$ cat src/rtl/core/ffde_queue.sv
// two-entry queue between front and back
module ffde_queue #(
	parameter int DW = 341
) (
	input  logic          clk,
	input  logic          arst_n,
	input  logic          push,
	input  logic [DW-1:0] push_data,
	output logic          full,
	input  logic          pop,
	output logic          pop_valid,
	output logic [DW-1:0] pop_data
);

	logic [DW-1:0] mem_q [2];
	logic          wr_q;
	logic          rd_q;
	logic [1:0]    cnt_q;

	assign full      = (cnt_q == 2'd2);
	assign pop_valid = (cnt_q != 2'd0);
	assign pop_data  = mem_q[rd_q];

	always_ff @(posedge clk or negedge arst_n) begin
		if (!arst_n) begin
			wr_q  <= 1'b0;
			rd_q  <= 1'b0;
			cnt_q <= 2'd0;
		end else begin
			if (push) begin
				mem_q[wr_q] <= push_data;
				wr_q        <= !wr_q;
			end
			if (pop) begin
				rd_q <= !rd_q;
			end
			if (push && !pop) begin
				cnt_q <= cnt_q + 2'd1;
			end else if (pop && !push) begin
				cnt_q <= cnt_q - 2'd1;
			end
		end
	end

	assert property (@(posedge clk) disable iff (!arst_n) cnt_q != 2'd3)
		else $error("queue count out of range");

endmodule

$ cat config.mk
export PLATFORM = sky130hd
export DESIGN_NAME = ffde_queue
export DESIGN_NICKNAME = d
export VERILOG_FILES = /design/src/rtl/core/ffde_queue.sv
export SDC_FILE = /design/constraint.sdc
export NUM_CORES = 1
export LEC_CHECK = 0
export BUFFER_PORTS_ARGS = -buffer_cell sky130_fd_sc_hd__buf_2
export CORE_AREA = 4 4 264 266
export DETAILED_ROUTE_END_ITERATION = 6
export DIE_AREA = 0 0 268 270
export SLEW_MARGIN = 20
export SYNTH_ARGS = -nofsm -noshare
export SYNTH_HDL_FRONTEND = slang
export SYNTH_SLANG_ARGS = --single-unit
$ cat constraint.sdc
create_clock -name clk -period 27.8 [get_ports clk]
set_input_delay 8.34 -clock clk [delete_from_list [all_inputs] [get_ports clk]]
set_output_delay 8.34 -clock clk [all_outputs]
set_load 0.02 [all_outputs]
Word level (Yosys, flattened, before mapping)
Memory sizes are Yosys's and may differ from the RTL's.
Cells that the tools add are included.
Word-level totals
  flip-flop bits (word level): 4
  memories kept: 1
  output and inout port bits: 343
  RAM bits: 682
  logic and storage cells: 20
  input bits: 345
Memory list
  mem_q: depth 2, width 341, rd ports 1, clocked after memory_dff 0, wr ports 1, RTL line 15  | logic [DW-1:0] mem_q [2];
Cells by class
  add/subtract/negate cells: 2
  equality and inequality tests: 1
  reductions and logical operators: 9
  muxes and demuxes: 4
Operators by type and width (number)
  zero test 1 bit: 4
  2-to-1 mux 2 bit: 2
  nonzero test 2 bit: 2
  logical AND 1 bit: 3
  adder 2 x 1 -> 2 bit (second input constant): 1
  == test 2 bit (second input constant): 1
  2-to-1 mux 1 bit: 2
  subtractor 2 x 1 -> 2 bit (second input constant): 1

Longest topological paths before layout
  word-level depth: 4
  depth in mapped cells: 5
  gate-level depth less buffers: 5

Worst setup path after synthesis
No wires, ideal clock.
  kind: in2reg
  from: in push
  to: mem mem_q[0][0] (enable)
  required time: 26.738 ns
  stages on the path: 2
  setup slack: 4.051 ns
  path buffers: 0
  arrival time: 22.687 ns
  library setup time: 1.062 ns
  cell sequence: nand2_1 -> nor2_1
On the way
  cells in the longest elaborated chain, start to end: 3
RTL lines
  start, declared: RTL line 7  | input logic push,
  2-to-1 mux 1 bit: RTL line 30  | if (push) begin
  logical AND 1 bit (not written as such): RTL line 31  | mem_q[wr_q] <= push_data;
  2-to-1 mux 1 bit (not written as such): RTL line 31
  end, declared: RTL line 15
Every way passes these cells.

Worst setup path after layout
  from: reg rd_q
  to: out pop_data[279]
On the way
  cells in the longest elaborated chain, start to end: 1
RTL lines
  start, declared: RTL line 17  | logic rd_q;
  start signal, assigned: RTL line 35  | rd_q <= !rd_q;
  memory read (2 x 341 bit)
  end, declared: RTL line 12  | output logic [DW-1:0] pop_data
Every way passes these cells.

==> flow_summary_export.csv <==
group,metric,value,unit
route,ant_nets,0,
yosys,ys_ff_latch,686,
route,route.detailed.drc,0,
global_route,grt.total_usage,0.158,
power,power_density,98.5,mW/mm²
critical_path,rr_startpoint,"wr_q",
floorplanning,die_h,270,µm
hold_path,worstHoldPathCells,1,
placed_design,port_buffers,687,
yosys,postSynthAreaPerCell,23.1,µm²
finish,layout_common_cells,"687 x buf_2, 682 x edfxtp_1, 341 x mux2_2",
cts,cts_buffers,72,
hold_path,holdPathEnd,"cnt_q[1]",
yosys,synth_top_family_by_area,"multiplexers",
cts,cts_sinks,686,
cts,cts_tree,"yes",
global_route,antenna_found_initial,25,
critical_path,cp_max_fo,72,
power,swShare,0.307,
floorplanning,fp.dieArea,0.0724,mm²
yosys,synth_compound_area_frac,0,
floorplanning,core,0.0670,mm²
global_route,grt_first_pass_wirelength,86100,µm
status,status,"complete, no violations",
critical_path,worst_setup_path_end_kind,"primary output",
power,comb_power_share,0.286,
critical_path,timing.rr.end,"mem_q[1][224]",
yosys,syn_area,0.0249,mm²
critical_path,startpoint_type,"flop",
power,clkPwrFrac,0.294,
yosys,synth_seq_area_share,0.826,
cts,ctsHoldBuffers,0,
yosys,synth_xor_area_frac,0.00176,
finish,regArea,0.0206,mm²
timing,setup_violations,0,
timing,min_period,12.10,ns
power,vdd_drop_max,70.4,µV
cts,cts_buffer_depth,3,
timing,slew_viol_final,0,
yosys,synth_simple_gate_area_frac,0.00121,
placed_design,hpwl,42000,µm
global_route,grt.overflow.total,0,
power,p_switching,0.000952,W
yosys,muxShareOfSynthArea,0.154,
floorplanning,row_count,95,
cts,root_buffer,"clkbuf_16",
timing,finalCritPeriodShare,0.435,
cts,clkLatencyLatePin,0.59,ns
timing,hold_viol_final,0,
finish,synthToLayoutAreaGrowth,26.3,%
route,wl_per_cell,21.6,µm
timing,tightestPinTransition,1.19,ns
placed_design,gp_congestion,0.816,
cts,clk_pin_slew_worst_paths,0.06,ns
global_route,grt_pass1_vias,13700,
route,postRouteWirelength,59400,µm
timing,rsz0062_at_grt,"false",
run,drv_cap,0,
yosys,syn_inst,1078,
yosys,synth_nets,1424,
yosys,yosysWarnings,0,
finish,fillers,5810,
hold_path,min_from,"cnt_q[1]",
route,drt_iter0_drc,798,
critical_path,path_class,"reg2out",
cts,cts_resized,0,
route,viasPerCell,4.70,
hold_path,min_path_type,"reg2reg",
power,internal-power,0.00215,W
critical_path,rrSetupSlack,24.33,ns
finish,layout-drive-gt1-share,0.614,
critical_path,cp.arrival,3.76,ns
critical_path,timing.critical_path.mode_cell,"buf_4",
yosys,yosysUniqueCellTypes,14,
critical_path,worstPathRequired,19.46,ns
floorplanning,die_x,268,µm
timing,finClkSkew,0.0205,ns
power,seq_power_share,0.420,
route,vias,12900,
global_route,grt_start_max_net_pins,168,
route,drtPass1Iterations,5,
critical_path,path_cells,"buf_4 > buf_4 > mux2_2 > buf_2",
power,power,0.00310,W
finish,multi_input_area,0.00394,mm²
power,leakage,11.6,nW
finish,nNetsFinal,2157,
timing,fmax,82.6,MHz
critical_path,rr_worst_depth,3,
yosys,synth_fa_ha_area_frac,0.000502,
critical_path,slowest_stage,"buf_4",
finish,final_common_cell,"buf_2",
floorplanning,io_pins,688,
cts,cts_htree_levels,3,
timing,relSlewSlack,0.204,
critical_path,worst_path_largest_cell_delay,0.86,ns
timing,fin_setup_tns,0,ns
cts,post_cts_buffers,0,
floorplanning,start_util,0.371,
cells in the mapped netlist:
master	n	area [µm²]
edfxtp_1	682	20500
mux2_2	341	3840
buf_6	32	360
buf_2	6	30.0
dfrtp_1	4	100
xor2_1	4	35.0
nor2_1	2	7.51
and3_1	1	6.26
ha_1	1	12.5
inv_1	1	3.75
nand2_1	1	3.75
nor2b_1	1	6.26
or2_2	1	6.26
xnor2_1	1	8.76
stage by stage:
step           setup slack [ns]  area (µm²)  utilization  std cells  hold slack (ns)
2_1_floorplan              4.05       24900            -       1078            0.447
6_report                  15.70       31500        0.469       2745            0.494
3_3_place_gp              16.36       29200        0.435       2610            0.473
5_1_grt                   15.48       31500        0.469       2741            0.538
4_1_cts                   15.59       31400        0.469       2731            0.497
3_5_place_dp              16.27       29200        0.435       2610            0.483
layout make-up:
type                       instances  share of cell area
sequential                       686               0.654
multi-input combinational        353               0.125
timing repair buffer             697               0.113
clock buffer                      85              0.0602
tap                              873              0.0347
clock inverter                    36              0.0115
antenna                           14             0.00111
inverter                           1            0.000119
worst max-delay path: cells and delay by family (launching register included):
family | cells | cell delay, ns
multiplexers | 1 | 0.43
buffers and inverters | 3 | 1.81
flip-flops | 1 | 0.72
cells by family after synthesis:
logic type                 after synthesis
xor gates and xnor gates                 5
adders and majority gates                1
buffers and inverters                   39
DFF                                    686
muxes                                  341
and+or+nand+nor                          6
layer usage:
metal | vias up | global-route usage | share of wire
met1 | 6438 | 0.171 | 0.35
met2 | 515 | 0.278 | 0.52
met5 | - | 0 | 0.0016
met3 | 118 | 0.0643 | 0.10
li1 | 5816 | - | -
met4 | 18 | 0.0564 | 0.026
worst max path at each step:
| stage | startpoint | endpoint | cells past startpoint |
|---|---|---|---|
| 4_1_cts | rd_q | pop_data[262] | 4 |
| 2_1_floorplan | push | mem_q[0][0] | 2 |
| 5_1_grt | rd_q | pop_data[262] | 4 |
| 3_5_place_dp | rd_q | pop_data[262] | 4 |
| 3_3_place_gp | arst_n | mem_q[1][118] | 4 |
| 6_report | rd_q | pop_data[279] | 4 |
flip-flops by register name, summed over array words and instances, names as in the netlist:
name and cells:
mem_q 682, cnt_q 2, rd_q 1, wr_q 1
power by group through the flow:
stage               registers, W  clock network (W)  logic [W]
floorplan                0.00136                  0   0.000643
global placement         0.00132                  0   0.000891
detailed placement       0.00132                  0   0.000897
CTS                      0.00130           0.000940   0.000901
global route             0.00131           0.000987   0.000936
finish                   0.00130           0.000911   0.000886
No activity file was read; power rests on OpenSTA's default activity.
