--- config.mk ---
export PLATFORM = sky130hd
export DESIGN_NAME = ffde_front
export DESIGN_NICKNAME = d
export VERILOG_FILES = /design/src/rtl/core/ffde_pkg.sv /design/src/rtl/core/ffde_front.sv
export SDC_FILE = /design/constraint.sdc
export NUM_CORES = 1
export LEC_CHECK = 0
export BUFFER_PORTS_ARGS = -buffer_cell sky130_fd_sc_hd__buf_2
export CAP_MARGIN = 10
export CORE_AREA = 5 5 283 285
export DETAILED_ROUTE_END_ITERATION = 8
export DIE_AREA = 0 0 288 290
export GPL_TIMING_DRIVEN = 0
export PLACE_DENSITY_LB_ADDON = 0.2
export SLEW_MARGIN = 20
export SYNTH_ARGS = -nofsm -noshare
export SYNTH_HDL_FRONTEND = slang
export SYNTH_SLANG_ARGS = --single-unit
--- constraint.sdc ---
create_clock -name clk -period 9.8 [get_ports clk]
set_clock_uncertainty 0.05 [all_clocks]
set_input_delay 0.49 -clock clk [delete_from_list [all_inputs] [get_ports clk]]
set_output_delay 0.49 -clock clk [all_outputs]
set_load 0.01 [all_outputs]
--- src/rtl/core/ffde_pkg.sv ---
// shared types, codes and tables of the conserved-to-primitive converter
package ffde_pkg;

	typedef enum logic [1:0] {
		KIND_LOAD,
		KIND_CONV,
		KIND_ZDET
	} kind_t;

	typedef enum logic [1:0] {
		ST_OK,
		ST_ZDET,
		ST_ZQ,
		ST_SAT
	} status_t;

	typedef enum logic {
		OP_MUL,
		OP_DIV
	} alu_op_t;

	typedef struct packed {
		logic    start;
		alu_op_t op;
	} alu_req_t;

	typedef struct packed {
		logic done;
		logic sat;
	} alu_rsp_t;

	localparam int KindBits = 2;
	localparam int IdxBits  = 3;
	localparam int MetricEntries = 6;

	// symmetric metric: row, column to entry xx,xy,xz,yy,yz,zz
	function automatic logic [2:0] metric_pos(input logic [1:0] i, input logic [1:0] j);
		logic [2:0] p;
		unique case ({i, j})
			4'b0000: p = 3'd0;
			4'b0001, 4'b0100: p = 3'd1;
			4'b0010, 4'b1000: p = 3'd2;
			4'b0101: p = 3'd3;
			4'b0110, 4'b1001: p = 3'd4;
			4'b1010: p = 3'd5;
			default: p = 3'd0;
		endcase
		return p;
	endfunction

	function automatic logic [1:0] next3(input logic [1:0] i);
		return (i == 2'd2) ? 2'd0 : i + 2'd1;
	endfunction

endpackage

--- src/rtl/core/ffde_front.sv ---
// input stage: accepts words, drops bad loads, flags zero determinant
module ffde_front import ffde_pkg::*; #(
	parameter int W  = 48,
	parameter int DW = 5 + 7 * 48
) (
	input  logic              clk,
	input  logic              arst_n,
	input  logic              in_valid,
	output logic              in_ready,
	input  logic              command,
	input  logic [2:0]        metric_index,
	input  logic [W-1:0]      metric_value,
	input  logic [W-1:0]      det_factor,
	input  logic [6*W-1:0]    cons,
	output logic              push,
	input  logic              full,
	output logic [DW-1:0]     push_data
);

	logic          valid_q;
	logic [DW-1:0] ent_q;
	kind_t         kind;
	logic          keep;

	always_comb begin
		if (!command) begin
			kind = KIND_LOAD;
		end else if (det_factor == '0) begin
			kind = KIND_ZDET;
		end else begin
			kind = KIND_CONV;
		end
		// loads beyond the last entry do nothing
		keep = command || (metric_index < 3'(MetricEntries));
	end

	assign push      = valid_q && !full;
	assign in_ready  = !valid_q || !full;
	assign push_data = ent_q;

	always_ff @(posedge clk or negedge arst_n) begin
		if (!arst_n) begin
			valid_q <= 1'b0;
		end else begin
			if (in_valid && in_ready) begin
				valid_q <= keep;
				ent_q   <= {cons, (command ? det_factor : metric_value), metric_index, kind};
			end else if (push) begin
				valid_q <= 1'b0;
			end
		end
	end

endmodule

# Yosys cells after proc, flatten, opt, wreduce, memory -nomap -nowiden
# Index checks and enable logic that the tools add are counted.
[op_classes] n_reduce_logical=9 order_cmp=1 n_mux=4
[op_table] op="logical NOT 48 bit" count=1
[op_table] op="2-to-1 mux 48 bit" count=1
[op_table] op="less-than comparator 3 bit (second input constant)" count=1
[op_table] op="logical AND 1 bit" count=2
[op_table] op="logical NOT 1 bit" count=2
[op_table] op="logical OR 1 bit" count=2
[op_table] op="2-to-1 mux 1 bit" count=2
[op_table] op="2-to-1 mux 2 bit" count=1
[op_table] op="AND reduction 2 bit" count=1
[op_table] op="nonzero test 2 bit" count=1
[totals] inputBits=392 out_inout_bits=343 wordCells=17 reg_bits=342

# Depth between registers and ports, before layout
[logic_depth] ltp_word=4 depth_mapped=4 mapped_depth_nobuf=3

# Worst setup path after synthesis
# OpenSTA, ideal clock, no wires.
[synth_path] path_type="input -> register" start="input full" end="register ent_q[0] (netlist: push_data[0]), enable pin" setup_ps=750 t_required_ps=9000 cell_stages=2 arrival_time_ps=8449 path_buffers=0 slack_ps=551 path_cell_list="nand2_1 -> and3_1"
[synth_between] elab_chain_len=4
[synth_rtl] element="from (decl)" line_no="ffde_front.sv:16" source="input logic full,"
[synth_rtl] element="logical NOT 1 bit" line_no="ffde_front.sv:38" source="assign in_ready = !valid_q || !full;"
[synth_rtl] element="logical OR 1 bit" line_no="ffde_front.sv:38"
[synth_rtl] element="logical AND 1 bit" line_no="ffde_front.sv:45" source="if (in_valid && in_ready) begin"
[synth_rtl] element="AND reduction 2 bit (no source line)"
[synth_rtl] element="to (signal assigned)" line_no="ffde_front.sv:47" source="ent_q <= {cons, (command ? det_factor : metric_value), metric_index, kind};"
[synth_rtl] element="to (decl)" line_no="ffde_front.sv:21" source="logic [DW-1:0] ent_q;"
# Every way passes these cells.
# A chain may end at the register's enable or synchronous reset.

# Final worst setup path
[layout_path] start="input arst_n" end="register ent_q[210] (netlist: push_data[210]), enable pin"
[layout_between] elab_chain_len=1
[layout_rtl] element="from (decl)" line_no="ffde_front.sv:7" source="input logic arst_n,"
[layout_rtl] element="AND reduction 2 bit (no source line)"
# Every way passes these cells.

==> results by group <==
CTS
  – Worst-path clk slew: 0.06 ns
  – Post_cts resized: 0
  – Htree depth: 2
  – Bufs on Longest Clock Path: 3
  – Setup Fix Bufs, Post-CTS: 0
  – Clk_lat worst skew: 0.55 ns
  – CTS buffer count: 41
  – Clk sinks: 342
  – Root buf cell: clkbuf_16
  – CTS tree: yes

Pwr
  – Pleak: 7.08 nW
  – Combinational Power Share: 7.1%
  – Sequential power share: 49.0%
  – Pwr Density: 196 nW/um^2
  – Sw power: 0.737 mW
  – Clock share of power: 43.9%
  – Internal: 2.72 mW
  – Peak VDD IR: 0.115 mV
  – Tot Pwr: 3.46 mW
  – Sw Ratio: 21.3%

Yosys
  – Async SR Flop Fraction: 0.292%
  – Yosys top cell by area: edfxtp_1
  – Synth Flop Type: edfxtp_1
  – Share of the synthesized area in the top cell type: 93.1%
  – Ys Warns: 0
  – Top cells by area, synth: edfxtp_1 (93%), mux2_2 (4.9%), nor4_1 (0.51%)
  – Most numerous cell in the Yosys netlist: edfxtp_1
  – Post-Syn Instances: 420
  – Mapped Area: 11000 sq um
  – Yosys cell types: 13
  – Synthesized net count: 812
  – Flops & latches, synth: 342
  – Avg Cell Area, Syn: 26.2 sq um
  – Post-synthesis sequential area ratio: 93.3%
  – EDFF count, synth: 341
  – Commonest cells in the netlist: edfxtp_1 (341), mux2_2 (48), nor4_1 (9)

Routing
  – Drt initial violations: 178
  – TritonRoute pass-1 iters: 4
  – Via density: 3.19
  – Via Count: 7299
  – WL final: 39600 um
  – Avg WL per Cell: 17.3 um
  – Routed Antenna Nets: 0
  – DRC violations left: 0

Setup path
  – Critical Path Sink: push_data[210]$_DFFE_PP_
  – Worst Path Max Fanout: 54
  – Crit path capture type: flop
  – RR Endpoint: push_data[210]$_DFFE_PP_
  – Worst Path Arrival: 2.63 ns
  – Crit path launch type: input port
  – FF-to-FF path depth: 5
  – Crit Path Category: input port to flop
  – R2R Path Start: valid_q$_DFFE_PN0P_
  – Req. time, crit path: 9.97 ns
  – Crit. Startpoint: arst_n
  – R2R setup slack: 7.47 ns

Place
  – RD Place Congestion: 0.772
  – DP Wirelength: 32000 um
  – Port Buffers: 733

Timing
  – Hold WS: 0.0649 ns
  – Max Freq: 406 MHz
  – Final max-slew violation count: 0
  – Worst-margin pin slew: 0.839 ns
  – Final Hold Viols: 0
  – Part of the cycle the worst path needs: 25.1%
  – Setup violations, final: 0
  – RSZ-0062 raised after global routing: false
  – Slew Limit Headroom: 43.6%
  – Final min period: 2.46 ns

Floorplan
  – Number of placed I/O pins: 735
  – Starting Density: 14.3%
  – Core area: 77100 sq um
  – Die Span Y: 290 um
  – Die width: 288 um
  – Site row count: 102
  – Die area: 83500 sq um

Min path
  – Hold Path Class: input port to flop

Layout
  – Nets: 1609
  – Area Growth Syn to Fin: 60.2%
  – Share of layout cells above drive strength 1: 68.5%

Global routing
  – Total gr overflow: 0
  – Largest net degree at the start of global routing: 55
  – Initial antenna violation count: 10
  – Number of global-route vias before repair: 8066
  – Tot GR Track Use: 8.77%
  – First-pass GRT wire length: 54200 um

Run status
  – Status: complete, no violations

Job
  – Max_cap viols: 0
metrics by stage:
stage	setup WS, ns	setup TNS [ns]	instance area [sq um]	utilization, %	instances
finish	7.34	0	17600	22.9	2291
global route	7.31	0	17600	22.9	2289
CTS	7.40	0	17600	22.9	2289
detailed placement	7.25	0	16100	20.9	2200
global placement	-3.32	-1111.01	16000	20.7	2193
floorplan	0.551	0	11000	-	420
state kept, by name, summed over array words and instances, names as in the netlist:
register,count
valid_q,1
push_data,341
worst max-delay path, stage by stage:
cell and delay (ns):
dlygate4sd3_1 0.52, buf_2 0.16, and3_4 0.48, buf_12 0.28, buf_16 0.29, buf_16 0.28
worst min-delay path by stage:
stage                     cells past startpoint  slack [ns]      start                        to
after floorplan                               0        0.14     arst_n       valid_q$_DFFE_PN0P_
after global placement                        1        0.25     arst_n       valid_q$_DFFE_PN0P_
after detailed placement                      1        0.25     arst_n       valid_q$_DFFE_PN0P_
after CTS                                     1     0.00003   cons[78]  push_data[131]$_DFFE_PP_
after global routing                          1       0.006  cons[125]  push_data[178]$_DFFE_PP_
final                                         1        0.06  cons[279]  push_data[332]$_DFFE_PP_
layer usage:
metal / vias up / track usage [%] / routed length (um)
met4: 6 / 3.44 / 1350
li1: 3324 / - / -
met1: 3457 / 7.73 / 12000
met3: 72 / 4.22 / 4810
met2: 440 / 16.8 / 21400
met5: - / 0 / 41
power groups by stage:
| stage | logic [mW] | registers [mW] | clock network (mW) |
|---|---|---|---|
| after global placement | 0.238 | 1.76 | 0 |
| final | 0.245 | 1.70 | 1.52 |
| after CTS | 0.253 | 1.70 | 1.59 |
| after floorplan | 0.0427 | 1.78 | 0 |
| after global routing | 0.265 | 1.70 | 1.66 |
| after detailed placement | 0.248 | 1.73 | 0 |
timing repair:
| item | in CTS | in global routing |
|---|---|---|
| hold buffers | 14 | 0 |
| hold endpoints to repair | 14 | 0 |
| setup endpoints to repair | 0 | 0 |
final cells by class:
cell class,instances,area [sq um]
Fill cell,8275,59500
Sequential cell,342,10300
Timing Repair Buffer,754,3980
Tap cell,1040,1300
Clock buffer,59,1160
Multi-Input combinational cell,71,708
Clock inverter,16,181
Buffer,6,30.0
Antenna cell,2,5.00
Inverter,1,3.75
placed cells by master (no fill, tap or decap), drive strengths merged:
| cell type | synthesis | routed |
|---|---|---|
| clkinv | 0 | 11 |
| mux2 | 48 | 48 |
| o31a | 1 | 1 |
| nand2 | 3 | 3 |
| and3 | 1 | 1 |
| diode | 0 | 2 |
| nand4 | 3 | 3 |
| clkbuf | 0 | 59 |
| nor4 | 13 | 13 |
| bufinv | 0 | 4 |
| nor2b | 1 | 1 |
| inv | 1 | 2 |
| dfrtp | 1 | 1 |
| o21ai | 1 | 1 |
| buf | 6 | 746 |
| dlygate4sd3 | 0 | 14 |
| edfxtp | 341 | 341 |
kinds of logic (layout without fill, tap and decap cells):
kind of cell,after synthesis,in the layout,share of synthesized area (%)
AO/OA/AOI/OAI,2,2,0.125
buffers and inverters,7,836,0.307
flip-flops,342,342,93.3
multiplexers,48,48,4.91
other,0,2,0
AND/OR/NAND/NOR,21,21,1.35
Note: power is estimated with default switching activity, not from simulation.
